**src/sv/fsc_pkg.sv**
```systemverilog
`timescale 1ns / 1ps
// fsc_pkg: sizes, codes, command and configuration types for the synapse channel
// used by every module of the block, no dependencies

package fsc_pkg;

   localparam int SYNAPSES    = 64;
   localparam int SYN_W       = 6;
   localparam int EVENT_SLOTS = 256;
   localparam int EV_AW       = 8;
   localparam int FILL_W      = 9;
   localparam int MAX_DELAY   = 1023;
   localparam int DLY_W       = 10;
   localparam int WT_W        = 16;
   localparam int LVL_W       = 24;
   localparam int DEC_W       = 17;
   localparam int MULT_W      = 25;
   localparam int ACC_W       = 48;
   localparam int GAIN_W      = 32;
   localparam int COND_W      = 32;
   localparam int CSR_AW      = 3;
   localparam int CSR_DW      = 32;
   localparam int QDEPTH      = 4;
   localparam int QPTR_W      = 2;
   localparam int QCNT_W      = 3;
   localparam int DIV_STEPS   = 25;
   localparam int DCNT_W      = 5;

   localparam logic [WT_W-1:0]  WT_RESET = 16'd4096;
   localparam logic [DEC_W-1:0] ONE_Q16  = 17'd65536;

   // request codes on the input channel
   localparam logic [1:0] REQ_SPIKE = 2'd0;
   localparam logic [1:0] REQ_TICK  = 2'd1;
   localparam logic [1:0] REQ_LOAD  = 2'd2;

   // configuration register indexes
   localparam logic [CSR_AW-1:0] CSR_FAC_INC  = 3'd0;
   localparam logic [CSR_AW-1:0] CSR_DEPR_INC = 3'd1;
   localparam logic [CSR_AW-1:0] CSR_FAC_DEC  = 3'd2;
   localparam logic [CSR_AW-1:0] CSR_DEPR_DEC = 3'd3;
   localparam logic [CSR_AW-1:0] CSR_MAX_MULT = 3'd4;
   localparam logic [CSR_AW-1:0] CSR_RISE     = 3'd5;
   localparam logic [CSR_AW-1:0] CSR_FALL     = 3'd6;
   localparam logic [CSR_AW-1:0] CSR_GAIN     = 3'd7;

   typedef enum logic [1:0] {
      CMD_SPIKE,
      CMD_TICK,
      CMD_LOAD
   } cmd_kind_type;

   typedef struct packed {
      cmd_kind_type      kind;
      logic [SYN_W-1:0]  syn;
      logic [WT_W-1:0]   weight;
      logic [DLY_W-1:0]  delay;
   } cmd_type;

   typedef struct packed {
      logic [LVL_W-1:0]         fac_inc;
      logic [LVL_W-1:0]         depr_inc;
      logic [DEC_W-1:0]         fac_dec;
      logic [DEC_W-1:0]         depr_dec;
      logic signed [MULT_W-1:0] max_mult;
      logic [DEC_W-1:0]         rise;
      logic [DEC_W-1:0]         fall;
      logic [GAIN_W-1:0]        gain;
   } cfg_type;

   typedef enum logic [4:0] {
      ST_INIT,
      ST_IDLE,
      ST_SPK_W,
      ST_SPK_WR,
      ST_TK_EV,
      ST_TK_CHK,
      ST_TK_SYN,
      ST_TK_DIV0,
      ST_TK_DIV,
      ST_TK_MUL,
      ST_TK_ACC,
      ST_TK_FX,
      ST_TK_FX2,
      ST_TK_FY,
      ST_TK_FY2,
      ST_TK_SC,
      ST_TK_SC2,
      ST_DEC_W,
      ST_DEC_M,
      ST_DEC_WR,
      ST_TK_OUT
   } state_type;

endpackage

```
**src/sv/fsc_queue.sv**
```systemverilog
`timescale 1ns / 1ps
// fsc_queue: short command queue between the front and the back
// depends on fsc_pkg

module fsc_queue (
   input  logic             clock,
   input  logic             reset,
   input  logic             push,
   input  fsc_pkg::cmd_type push_cmd,
   output logic             full,
   input  logic             pop,
   output logic             head_valid,
   output fsc_pkg::cmd_type head
);
   import fsc_pkg::*;

   cmd_type             slot_ff [QDEPTH];
   logic [QPTR_W-1:0]   wr_ff, rd_ff;
   logic [QCNT_W-1:0]   cnt_ff;

   assign full       = cnt_ff == QCNT_W'(QDEPTH);
   assign head_valid = cnt_ff != '0;
   assign head       = slot_ff[rd_ff];

   always_ff @(posedge clock) begin
      if (push) begin
         slot_ff[wr_ff] <= push_cmd;
      end
   end

   always_ff @(posedge clock) begin
      if (reset) begin
         wr_ff  <= '0;
         rd_ff  <= '0;
         cnt_ff <= '0;
      end else begin
         if (push) begin
            wr_ff <= wr_ff + 1'b1;
         end
         if (pop) begin
            rd_ff <= rd_ff + 1'b1;
         end
         if (push && !pop) begin
            cnt_ff <= cnt_ff + 1'b1;
         end else if (pop && !push) begin
            cnt_ff <= cnt_ff - 1'b1;
         end
      end
   end

endmodule

```
**config.mk**
```make
export PLATFORM = sky130hd
export DESIGN_NAME = fsc_queue
export DESIGN_NICKNAME = d
export VERILOG_FILES = /design/src/sv/fsc_pkg.sv /design/src/sv/fsc_queue.sv
export SDC_FILE = /design/constraint.sdc
export NUM_CORES = 1
export LEC_CHECK = 0
export ABC_AREA = 1
export BUFFER_PORTS_ARGS = -buffer_cell sky130_fd_sc_hd__buf_2
export CAP_MARGIN = 20
export CORE_MARGIN = 8
export CORE_UTILIZATION = 57
export DETAILED_ROUTE_END_ITERATION = 8
export GPL_ROUTABILITY_DRIVEN = 0
export PLACE_DENSITY = 0.79
export REMOVE_ABC_BUFFERS = 1
export SYNTH_ARGS = -nofsm -noshare
export SYNTH_HDL_FRONTEND = slang
export SYNTH_SLANG_ARGS = --single-unit
```
**constraint.sdc**
```tcl
create_clock -name clock -period 2.1 [get_ports clock]
set_input_delay 0.42 -clock clock [delete_from_list [all_inputs] [get_ports clock]]
set_output_delay 0.42 -clock clock [all_outputs]
set_load 0.02 [all_outputs]
```
Yosys cells after proc, flatten, opt, wreduce, memory -nomap -nowiden
Memories as Yosys holds them, arrays and structs flattened. A register that Yosys moved wholly into a read port is not among the register bits.
Index checks and enable logic that the tools add are counted.
{"block": "word_totals", "register_bits": 7, "mem_bits_rw": 136, "in_bits": 38, "output_inout_bits": 36, "elab_cells": 21, "n_memories": 1}
{"name": "slot_ff", "words": 4, "word_bits": 34, "read_ports": 1, "rd_clocked_by_memory_dff": 1, "wr": 1, "line": "fsc_queue.sv:17", "source": "cmd_type slot_ff [QDEPTH];"}
{"block": "classes", "add_sub_neg": 4, "n_eq_ne": 1, "muxes": 6, "n_reduce_logical": 6}
{"op": "3-bit two-way mux", "n": 2}
{"op": "2-bit by 1-bit adder with 2-bit output, second input constant", "n": 2}
{"op": "2-bit two-way mux", "n": 2}
{"op": "3-bit by 1-bit adder with 3-bit output, second input constant", "n": 1}
{"op": "3-bit == test, second input constant", "n": 1}
{"op": "3-bit nonzero test", "n": 1}
{"op": "3-bit by 1-bit subtractor with 3-bit output, second input constant", "n": 1}
{"op": "1-bit logical AND", "n": 2}
{"op": "1-bit zero test", "n": 2}
{"op": "1-bit two-way mux", "n": 2}
{"op": "2-bit nonzero test", "n": 1}

Depth between registers and ports, before layout
Gate-level depths: netlist (run 1).
{"block": "logic_depth", "word_depth": 4, "mapped_depth": 10, "mapped_depth_nobuf": 10}

Worst setup path before layout (run 1)
Ideal clock, no wire load.
{"block": "synth_timing", "kind": "reg2reg", "startpoint": "register wr_ff[0]", "endpoint": "memory slot_ff[2][0] (netlist name), enable pin", "setup_time_ns": 0.389, "arrival_time_ns": 1.260, "required_time_ns": 1.711, "path_slack_ns": 0.451, "stages_incl_launch_ff": 5, "path_buffers": 0, "period_less_slack_ns": 1.649, "cell_sequence": "dfxtp_1 inv_1 ha_1 nand2_1 inv_1"}
{"element": "from (decl)", "line": "fsc_queue.sv:18", "source": "logic [QPTR_W-1:0] wr_ff, rd_ff;"}
{"element": "from (signal assigned)", "line": "fsc_queue.sv:38", "source": "wr_ff <= wr_ff + 1'b1;"}
{"element": "to (decl)", "line": "fsc_queue.sv:17"}
No word-level cell before the write port.

==> flow_summary.yaml, run 1 <==
run_status:
  status: "finished with violations"
  violations: "setup timing"
power_and_ir_drop:
  switching_share: 0.245
  p_leak_uw: 0.00263
  p_sw_uw: 1770
  p_int_uw: 5470
  p_per_area_nw_per_um2: 1010
  irDropWorstVdd_mv: 0.574
  seqPwrFrac: 0.462
  power_frac_clock: 0.416
  pwr-share-comb: 0.122
route:
  firstDrtPassIters: 5
  drt_wl_total_um: 12600
  drc: 0
  routed_via_density: 5.66
  vias: 3589
  detail_route.iter0.violations: 312
  wl_per_cell_um: 19.9
  ant_nets: 0
final_layout:
  layout-drive-gt1-share: 0.374
  nets: 531
  final_common_cell: "edfxtp_1"
  syn_to_final_growth_pct: 26.3
  final_cell_mix: "edfxtp_1, nor2_1, buf_2"
sta:
  rsz0062_at_grt: "yes"
  fin_ws_ns: -0.0393
  hold_viol_final: 0
  worst_clock_skew_ns: 0.00504
  fin_crit_sh: 1.02
  worstMarginPinSlew_ns: 0.488
  fin_crit_ns: 2.14
  fin_tns_setup_ns: -0.137
  hold-worst-slack_ns: 0.0726
  finalSetupViolCount: 7
  slew_headroom: 0.673
  drv_slew: 0
  fmax_ghz: 0.467
yosys:
  synth_cell_types: 24
  synth-seq-cells: 145
  synth-edff-count: 136
  syn_inst: 388
  ys_seq_area_frac: 0.749
  ys.flop_type: "edfxtp_1"
  synthArstFlopShare: 0
  ys_warn_count: 0
  avgSynthCellArea_sq_um: 14.7
  synth.cell_area_sq_um: 5700
floorplanning:
  io_pins: 74
  chipHeight_um: 116
  die-width_um: 116
  num_rows: 36
  die_area_sq_um: 13400
  core_area_sq_um: 9730
  start_util: 0.585
setup_path:
  cp-end-kind: "output port"
  cp_cell_sequence: "buf_4 > inv_6 > o21ai_0 > o22ai_2 > buf_2"
  arrival_ns: 1.72
  max_stage_delay_ns: 0.45
  crit_type: "reg -> out"
  cp_slowest_cell: "dfxtp_4"
  cp_data_required_time_ns: 1.68
  critPathLaunchType: "flop"
  cp_top_family: "flip-flops"
  r2r_slack_ns: 0.32
  crit_fanout: 7
  crit_buf_inv: 3
grt:
  antenna_found_initial: 1
  grt_max_degree: 37
  grtUsageTotal: 0.178
  globalRoute.totalOverflow: 0
  grt_pass1_vias: 3492
  grt_pass1_wl_um: 17800
clock_tree:
  htree_num_levels: 4
  clock_tree.buffer_depth: 2
  clk_pin_slew_ns: 0.06
  clk_latency_ns: 0.51
  root_buffer: "clkbuf_8"
  cts.sinks: 145
  cts_tree: "yes"
  numCtsBuffers: 17
hold_path:
  hold_path.class: "in -> reg"
place:
  hpwlAfterDp_um: 6970
  numPortBuffers: 73
flow_run:
  maxCapViolations: 0
==> layout make-up <==
class / count / area (sq um)
sequential: 145 / 4270
fill: 595 / 2540
multi-input combinational: 205 / 1230
timing repair buffer: 99 / 827
clock buffer: 17 / 414
clock inverter: 15 / 184
tap: 133 / 166
inverter: 17 / 76.3
timing repair inverter: 2 / 20.0
antenna: 1 / 2.50
==> cell families (layout without fill, tap and decap cells) <==
logic type | count (synthesis) | after routing | share of synthesized area
adder cells (fa/ha/maj) | 6 | 6 | 0.0145
AO/OA/AOI/OAI | 110 | 110 | 0.126
other | 0 | 1 | 0
AND/OR/NAND/NOR | 88 | 88 | 0.0677
XOR/XNOR | 1 | 1 | 0.00154
flip-flops | 145 | 145 | 0.749
buffers and inverters | 38 | 150 | 0.0415
==> repair_timing <==
action | 4_1_cts | 5_1_grt
buffers inserted | 2 | 7
hold endpoints to repair | 0 | 0
pin swaps | 2 | 5
hold buffers | 0 | 0
endpoints found under the setup margin | 34 | 32
resized for setup | 22 | 56
gates cloned | 2 | 5
==> path summary, 6_finish.rpt <==
path,start,end,depth (start not counted)
max,flop,head[1],5
min,reset,cnt_ff[0],2
max reg2reg,wr_ff[0],slot_ff[0][17],5
min reg2reg,rd_ff[1],flop,1
==> cells in the mapped netlist (5+ instances only) <==
library cell    n  area share
o21ai_1         5      0.0044
nand2_1        10      0.0066
nor2_1         55       0.036
o21ai_0        68       0.060
o22ai_2        20       0.044
dfxtp_1         9       0.032
ha_1            5       0.011
inv_1          15      0.0099
buf_2          12       0.011
edfxtp_1      136        0.72
nor2_2         20       0.022
o22ai_1        14       0.015
==> worst register-to-register path, stage by stage, from the launching register on <==
cell      delay [ns]
dfxtp_1         0.38
inv_1           0.11
ha_1            0.21
nand2_1         0.07
clkinv_1        0.39
buf_12          0.35
==> state kept, by name, summed over array words and instances (netlist names), named ones only <==
register  cells
slot_ff     136
rd_ff         2
cnt_ff        3
wr_ff         2
==> through the flow <==
step                power, uW   util  cell area, sq um  instances  worst slack [ns]
floorplan                3820      -              5530        367            -0.459
global placement         4110  0.640              6230        585             0.435
detailed placement       4140  0.640              6230        585             0.349
CTS                      7160  0.713              6940        621           -0.0294
global route             7450  0.739              7190        634            -0.107
finish                   7250  0.739              7190        634           -0.0393
==> power by group through the flow <==
stage | logic [uW] | registers [uW] | clock network (uW)
floorplan | 413 | 3410 | 0
global route | 952 | 3360 | 3140
detailed placement | 741 | 3400 | 0
finish | 886 | 3350 | 3010
CTS | 792 | 3340 | 3030
global placement | 716 | 3390 | 0
==> layer usage <==
metal  wire length (um)  part of all wire  track usage
met5                  0                 0            0
met2               6450              0.51        0.304
met4                204             0.016       0.0631
met1               5130              0.41        0.208
met3                850             0.067       0.0532
Power figures use the tool's default switching activity.
==> inputs of run 2 (changes only) <==
--- a/config.mk
+++ b/config.mk
@@ -8,11 +8,13 @@
 export ABC_AREA = 1
 export BUFFER_PORTS_ARGS = -buffer_cell sky130_fd_sc_hd__buf_2
 export CAP_MARGIN = 20
+export CELL_PAD_IN_SITES_DETAIL_PLACEMENT = 0
+export CELL_PAD_IN_SITES_GLOBAL_PLACEMENT = 1
 export CORE_MARGIN = 8
-export CORE_UTILIZATION = 57
+export CORE_UTILIZATION = 47
 export DETAILED_ROUTE_END_ITERATION = 8
 export GPL_ROUTABILITY_DRIVEN = 0
-export PLACE_DENSITY = 0.79
+export PLACE_DENSITY_LB_ADDON = 0.1
 export REMOVE_ABC_BUFFERS = 1
 export SYNTH_ARGS = -nofsm -noshare
 export SYNTH_HDL_FRONTEND = slang
==> run 2 against run 1 <==
Compared with the run above:
- flip-flop and latch count is the same
- sequential share of layout area grew 2.4 points
- total power shrank 1.6%
- worst setup slack gained 0.099 ns
- sequential power is essentially flat
- clock skew shrank 0.00079 ns
- via count shrank 7.4%
- the flow now finishes without violations
- largest cell class unchanged
- critical path depth is the same
==> flow_summary.yaml, run 2 (same netlist as run 1, synthesis figures left out) <==
power_and_ir_drop:
  power_frac_clock: 0.426
  p_per_area_nw_per_um2: 1030
  p_total_uw: 7130
  p_sw_uw: 1610
  pwr-share-comb: 0.106
  seqPwrFrac: 0.469
  switching_share: 0.226
  p_leak_uw: 0.00249
  irDropWorstVdd_mv: 0.626
  p_int_uw: 5520
clock_tree:
  cts_tree: "yes"
  postCtsSetupBuffers: 0
  clk_pin_slew_ns: 0.06
  root_buffer: "clkbuf_16"
  cts.sinks: 145
  numCtsBuffers: 17
  cts_hold_buf: 0
  htree_num_levels: 4
  clock_tree.buffer_depth: 2
  clk_latency_ns: 0.41
route:
  vias: 3323
  firstDrtPassIters: 4
  wl_per_cell_um: 18.0
  routed_via_density: 5.25
  detail_route.iter0.violations: 252
  drc: 0
  ant_nets: 0
  drt_wl_total_um: 11400
final_layout:
  n_antenna_cell: 0
  fin_cells: 633
  multi_input_area_sq_um: 1190
  seqCellArea_sq_um: 4270
  final_util: 0.580
  nets: 517
  syn_to_final_growth_pct: 21.3
  largest_register_ffs: 136
  fillCellCount: 964
  final_cell_mix: "edfxtp_1, buf_2, o21ai_0"
  reg_top3: "slot_ff: 136 flops, cnt_ff: 3 flops"
  final_common_cell: "edfxtp_1"
  top_register: "slot_ff"
  layout-drive-gt1-share: 0.323
  design_area_sq_um: 6910
sta:
  fin_crit_sh: 0.972
  worstMarginPinSlew_ns: 0.476
  drv_slew: 0
  hold-worst-slack_ns: 0.175
  worst_clock_skew_ns: 0.00425
  fin_crit_ns: 2.04
  slew_headroom: 0.681
  hold_viol_final: 0
  fmax_ghz: 0.490
  finalSetupViolCount: 0
setup_path:
  crit_buf_inv: 3
  cp_slowest_cell: "dfxtp_4"
  cp-end-kind: "output port"
  arrival_ns: 1.62
  crit_fanout: 38
  cp_data_required_time_ns: 1.68
  crit_type: "reg -> out"
  cp_top_family: "flip-flops"
  max_stage_delay_ns: 0.42
  critPathLaunchType: "flop"
  cp_cell_sequence: "inv_6 > buf_12 > o21ai_0 > o22ai_2 > buf_2"
flow_run:
  maxCapViolations: 0
floorplanning:
  num_rows: 40
  io_pins: 74
  start_util: 0.478
  chipHeight_um: 126
  die_area_sq_um: 15900
  core_area_sq_um: 11900
  die-width_um: 126
place:
  dp.cells: 600
  numPortBuffers: 73
  hpwlAfterDp_um: 6800
  placed_cell_area_sq_um: 6260
grt:
  antenna_found_initial: 0
  grt_max_degree: 45
  globalRoute.totalOverflow: 0
  grtUsageTotal: 0.145
  grt_pass1_vias: 3351
  grt_pass1_wl_um: 17500
hold_path:
  hold_path.class: "in -> reg"
run_status:
  status: "completed"
[run 2: cell count changes in the layout (fill, tap and decap cells not counted), moves of 2 or more]
cell,before,now
clkinv_4,3,1
o21ai_1,26,5
o21ai_0,39,68
clkinvlp_4,3,1
o21ai_2,8,0
clkinv_1,4,9
inv_6,5,1
buf_16,2,0
buf_4,29,3
buf_12,9,7
buf_2,53,73
[run 2: worst paths after layout]
path,from,end,slack [ns],cells after the start
hold / removal,reset,cnt_ff[0],0.17,2
hold reg to reg,rd_ff[1],flop,0.44,1
setup reg to reg,wr_ff[1],slot_ff[1][9],0.44,5
setup / recovery,flop,head[4],0.06,5
[run 2: stage by stage]
step,setup WS (ns),TNS (ns)
6_report,0.0597,0
5_1_grt,-0.00555,-0.00854
4_1_cts,0.0322,0
3_5_place_dp,0.395,0
3_3_place_gp,0.457,0
2_1_floorplan,-0.459,-15.20
[run 2: timing repair]
action / in CTS / in global routing
gates cloned: 0 / 1
endpoints found under the setup margin: 1 / 9
endpoints found under the hold margin: 0 / 0
resized for setup: 1 / 6
[run 2: final cells by class]
type	instances	area share
Timing Repair Buffer	87	0.0855
Clock buffer	18	0.0621
Sequential cell	145	0.618
Tap cell	147	0.0266
Inverter	17	0.0103
Multi-Input combinational cell	205	0.173
Clock inverter	14	0.0246
[run 2: power by group through the flow]
stage               sequential [uW]  clock, uW  combinational, uW
finish                         3340       3030                752
global route                   3350       3210                827
global placement               3400          0                744
floorplan                      3410          0                413
detailed placement             3400          0                755
CTS                            3340       3080                757
[run 2: per-layer routing]
layer,up-vias,track usage,routed length [um]
met5,-,0,0
met4,0,0.0672,163
met3,15,0.0439,490
met2,69,0.240,5630
met1,1637,0.171,5090
li1,1602,-,-
[run 2: worst reg2reg max path: cells and delay by family (launching register included)]
family | cells | cell delay [ns]
adders and majority gates | 1 | 0.18
buffers and inverters | 3 | 0.80
DFF | 1 | 0.35
and+or+nand+nor | 1 | 0.06
==> inputs of run 3 (changes only) <==
--- a/config.mk
+++ b/config.mk
@@ -6,7 +6,8 @@
 export NUM_CORES = 1
 export LEC_CHECK = 0
 export ABC_AREA = 1
-export BUFFER_PORTS_ARGS = -buffer_cell sky130_fd_sc_hd__buf_2
+export ABC_CLOCK_PERIOD_IN_PS = 2100
+export BUFFER_PORTS_ARGS = -buffer_cell sky130_fd_sc_hd__buf_4
 export CAP_MARGIN = 20
 export CELL_PAD_IN_SITES_DETAIL_PLACEMENT = 0
 export CELL_PAD_IN_SITES_GLOBAL_PLACEMENT = 1
==> run 3 against run 2 <==
Compared with the run above:
- utilization rose by 1.3 points
- via count increased by 1.0%
- sequential share of layout area down 1.3 points
- total power is 1.3% higher
- critical path depth is the same
- worst hold slack barely moved
- flip-flop and latch count stayed put
- combinational power grew 8.6%
- worst setup slack gained 0.013 ns
- clock skew rose by 0.0025 ns
- cell area up 2.2%
- largest cell class unchanged
==> flow_summary.yaml, run 3 (same netlist as run 1, synthesis figures left out) <==
place:
  numPortBuffers: 73
  dp.cells: 606
  placed_cell_area_sq_um: 6430
  hpwlAfterDp_um: 7280
  pre_cts_ws_ns: 0.447
final_layout:
  final_common_cell: "edfxtp_1"
  seqCellArea_sq_um: 4270
  fillCellCount: 956
  multi_input_area_sq_um: 1190
  top_register: "slot_ff"
  syn_to_final_growth_pct: 23.9
  largest_register_ffs: 136
  fin_cells: 638
  reg_top3: "slot_ff: 136 flops, cnt_ff: 3 flops"
  layout-drive-gt1-share: 0.332
  nets: 522
  final_cell_mix: "edfxtp_1, buf_4, o21ai_0"
  n_antenna_cell: 0
  design_area_sq_um: 7060
grt:
  grtUsageTotal: 0.152
  globalRoute.totalOverflow: 0
  grt_max_degree: 35
  grt_pass1_vias: 3475
  grt_pass1_wl_um: 18400
  antenna_found_initial: 0
route:
  vias: 3357
  firstDrtPassIters: 4
  drc: 0
  ant_nets: 0
  detail_route.iter0.violations: 175
  routed_via_density: 5.26
  wl_per_cell_um: 18.0
  drt_wl_total_um: 11500
sta:
  drv_slew: 0
  fin_ws_ns: 0.0725
  worst_clock_skew_ns: 0.00675
  hold-worst-slack_ns: 0.175
  slew_headroom: 0.788
  fmax_ghz: 0.493
  fin_crit_sh: 0.965
  hold_viol_final: 0
  finalSetupViolCount: 0
  worstMarginPinSlew_ns: 0.319
  rsz0062_at_grt: "yes"
  fin_crit_ns: 2.03
floorplanning:
  chipHeight_um: 126
  core_area_sq_um: 11900
  die-width_um: 126
  io_pins: 74
  start_util: 0.478
  num_rows: 40
  die_area_sq_um: 15900
run_status:
  status: "completed"
clock_tree:
  root_buffer: "clkbuf_16"
  htree_num_levels: 4
  postCtsSetupBuffers: 0
  clock_tree.buffer_depth: 2
  clk_latency_ns: 0.41
  cts.sinks: 145
  clk_pin_slew_ns: 0.05
  cts_hold_buf: 0
  numCtsBuffers: 17
  cts_tree: "yes"
setup_path:
  critPathLaunchType: "flop"
  crit_type: "reg -> out"
  arrival_ns: 1.61
  cp-end-kind: "output port"
  crit_fanout: 34
  cp_data_required_time_ns: 1.68
power_and_ir_drop:
  p_per_area_nw_per_um2: 1020
  p_leak_uw: 0.00257
  irDropWorstVdd_mv: 0.548
hold_path:
  hold_path.class: "in -> reg"
flow_run:
  maxCapViolations: 0
==> run 3: power breakdown <==
group | internal (uW) | leakage [uW] | switching, uW
combinational | 320 | 0.000940 | 496
clock | 2020 | 0.000302 | 1030
sequential | 3300 | 0.00132 | 41.1
==> run 3: repair_timing <==
| item | 4_1_cts | 5_1_grt |
|---|---|---|
| gates resized for setup | 1 | 10 |
| endpoints found under the hold margin | 0 | 0 |
| gates cloned | 0 | 0 |
| setup endpoints to repair | 1 | 16 |
==> run 3: per-stage QoR <==
| stage | power, uW | util | setup TNS, ns |
|---|---|---|---|
| floorplan | 3820 | - | -15.20 |
| global placement | 4210 | 0.540 | 0 |
| detailed placement | 4220 | 0.540 | 0 |
| CTS | 7290 | 0.591 | 0 |
| global route | 7450 | 0.593 | -0.0909 |
| finish | 7220 | 0.593 | 0 |
==> run 3: final cells by class <==
cell class              count  share of cell area
clock buffers              27              0.0727
clock inverters             5              0.0142
inverters                  17              0.0105
multi-input cells         205               0.169
flip-flops and latches    145               0.604
well taps                 147              0.0261
repair buffers             92               0.103
==> run 3: path summary, 6_finish.rpt <==
| kind | start | end | slack, ns | depth (start not counted) |
|---|---|---|---|---|
| setup / recovery | flop | head[7] | 0.07 | 5 |
| hold / removal | reset | cnt_ff[0] | 0.18 | 2 |
| setup reg to reg | wr_ff[0] | slot_ff[0][10] | 0.53 | 5 |
| hold reg to reg | rd_ff[1] | flop | 0.46 | 1 |
==> run 3: routing by layer <==
layer	part of all wire	track usage	vias to the layer above
li1	-	-	1619
met1	0.43	0.174	1653
met2	0.51	0.254	75
met3	0.050	0.0481	10
met4	0.015	0.0743	0
met5	0	0	-
==> run 3: critical path, cell delays in order, from the launching register on <==
cell,delay (ns)
dfxtp_2,0.41
inv_8,0.12
buf_12,0.18
o21ai_0,0.21
o22ai_2,0.11
buf_4,0.17
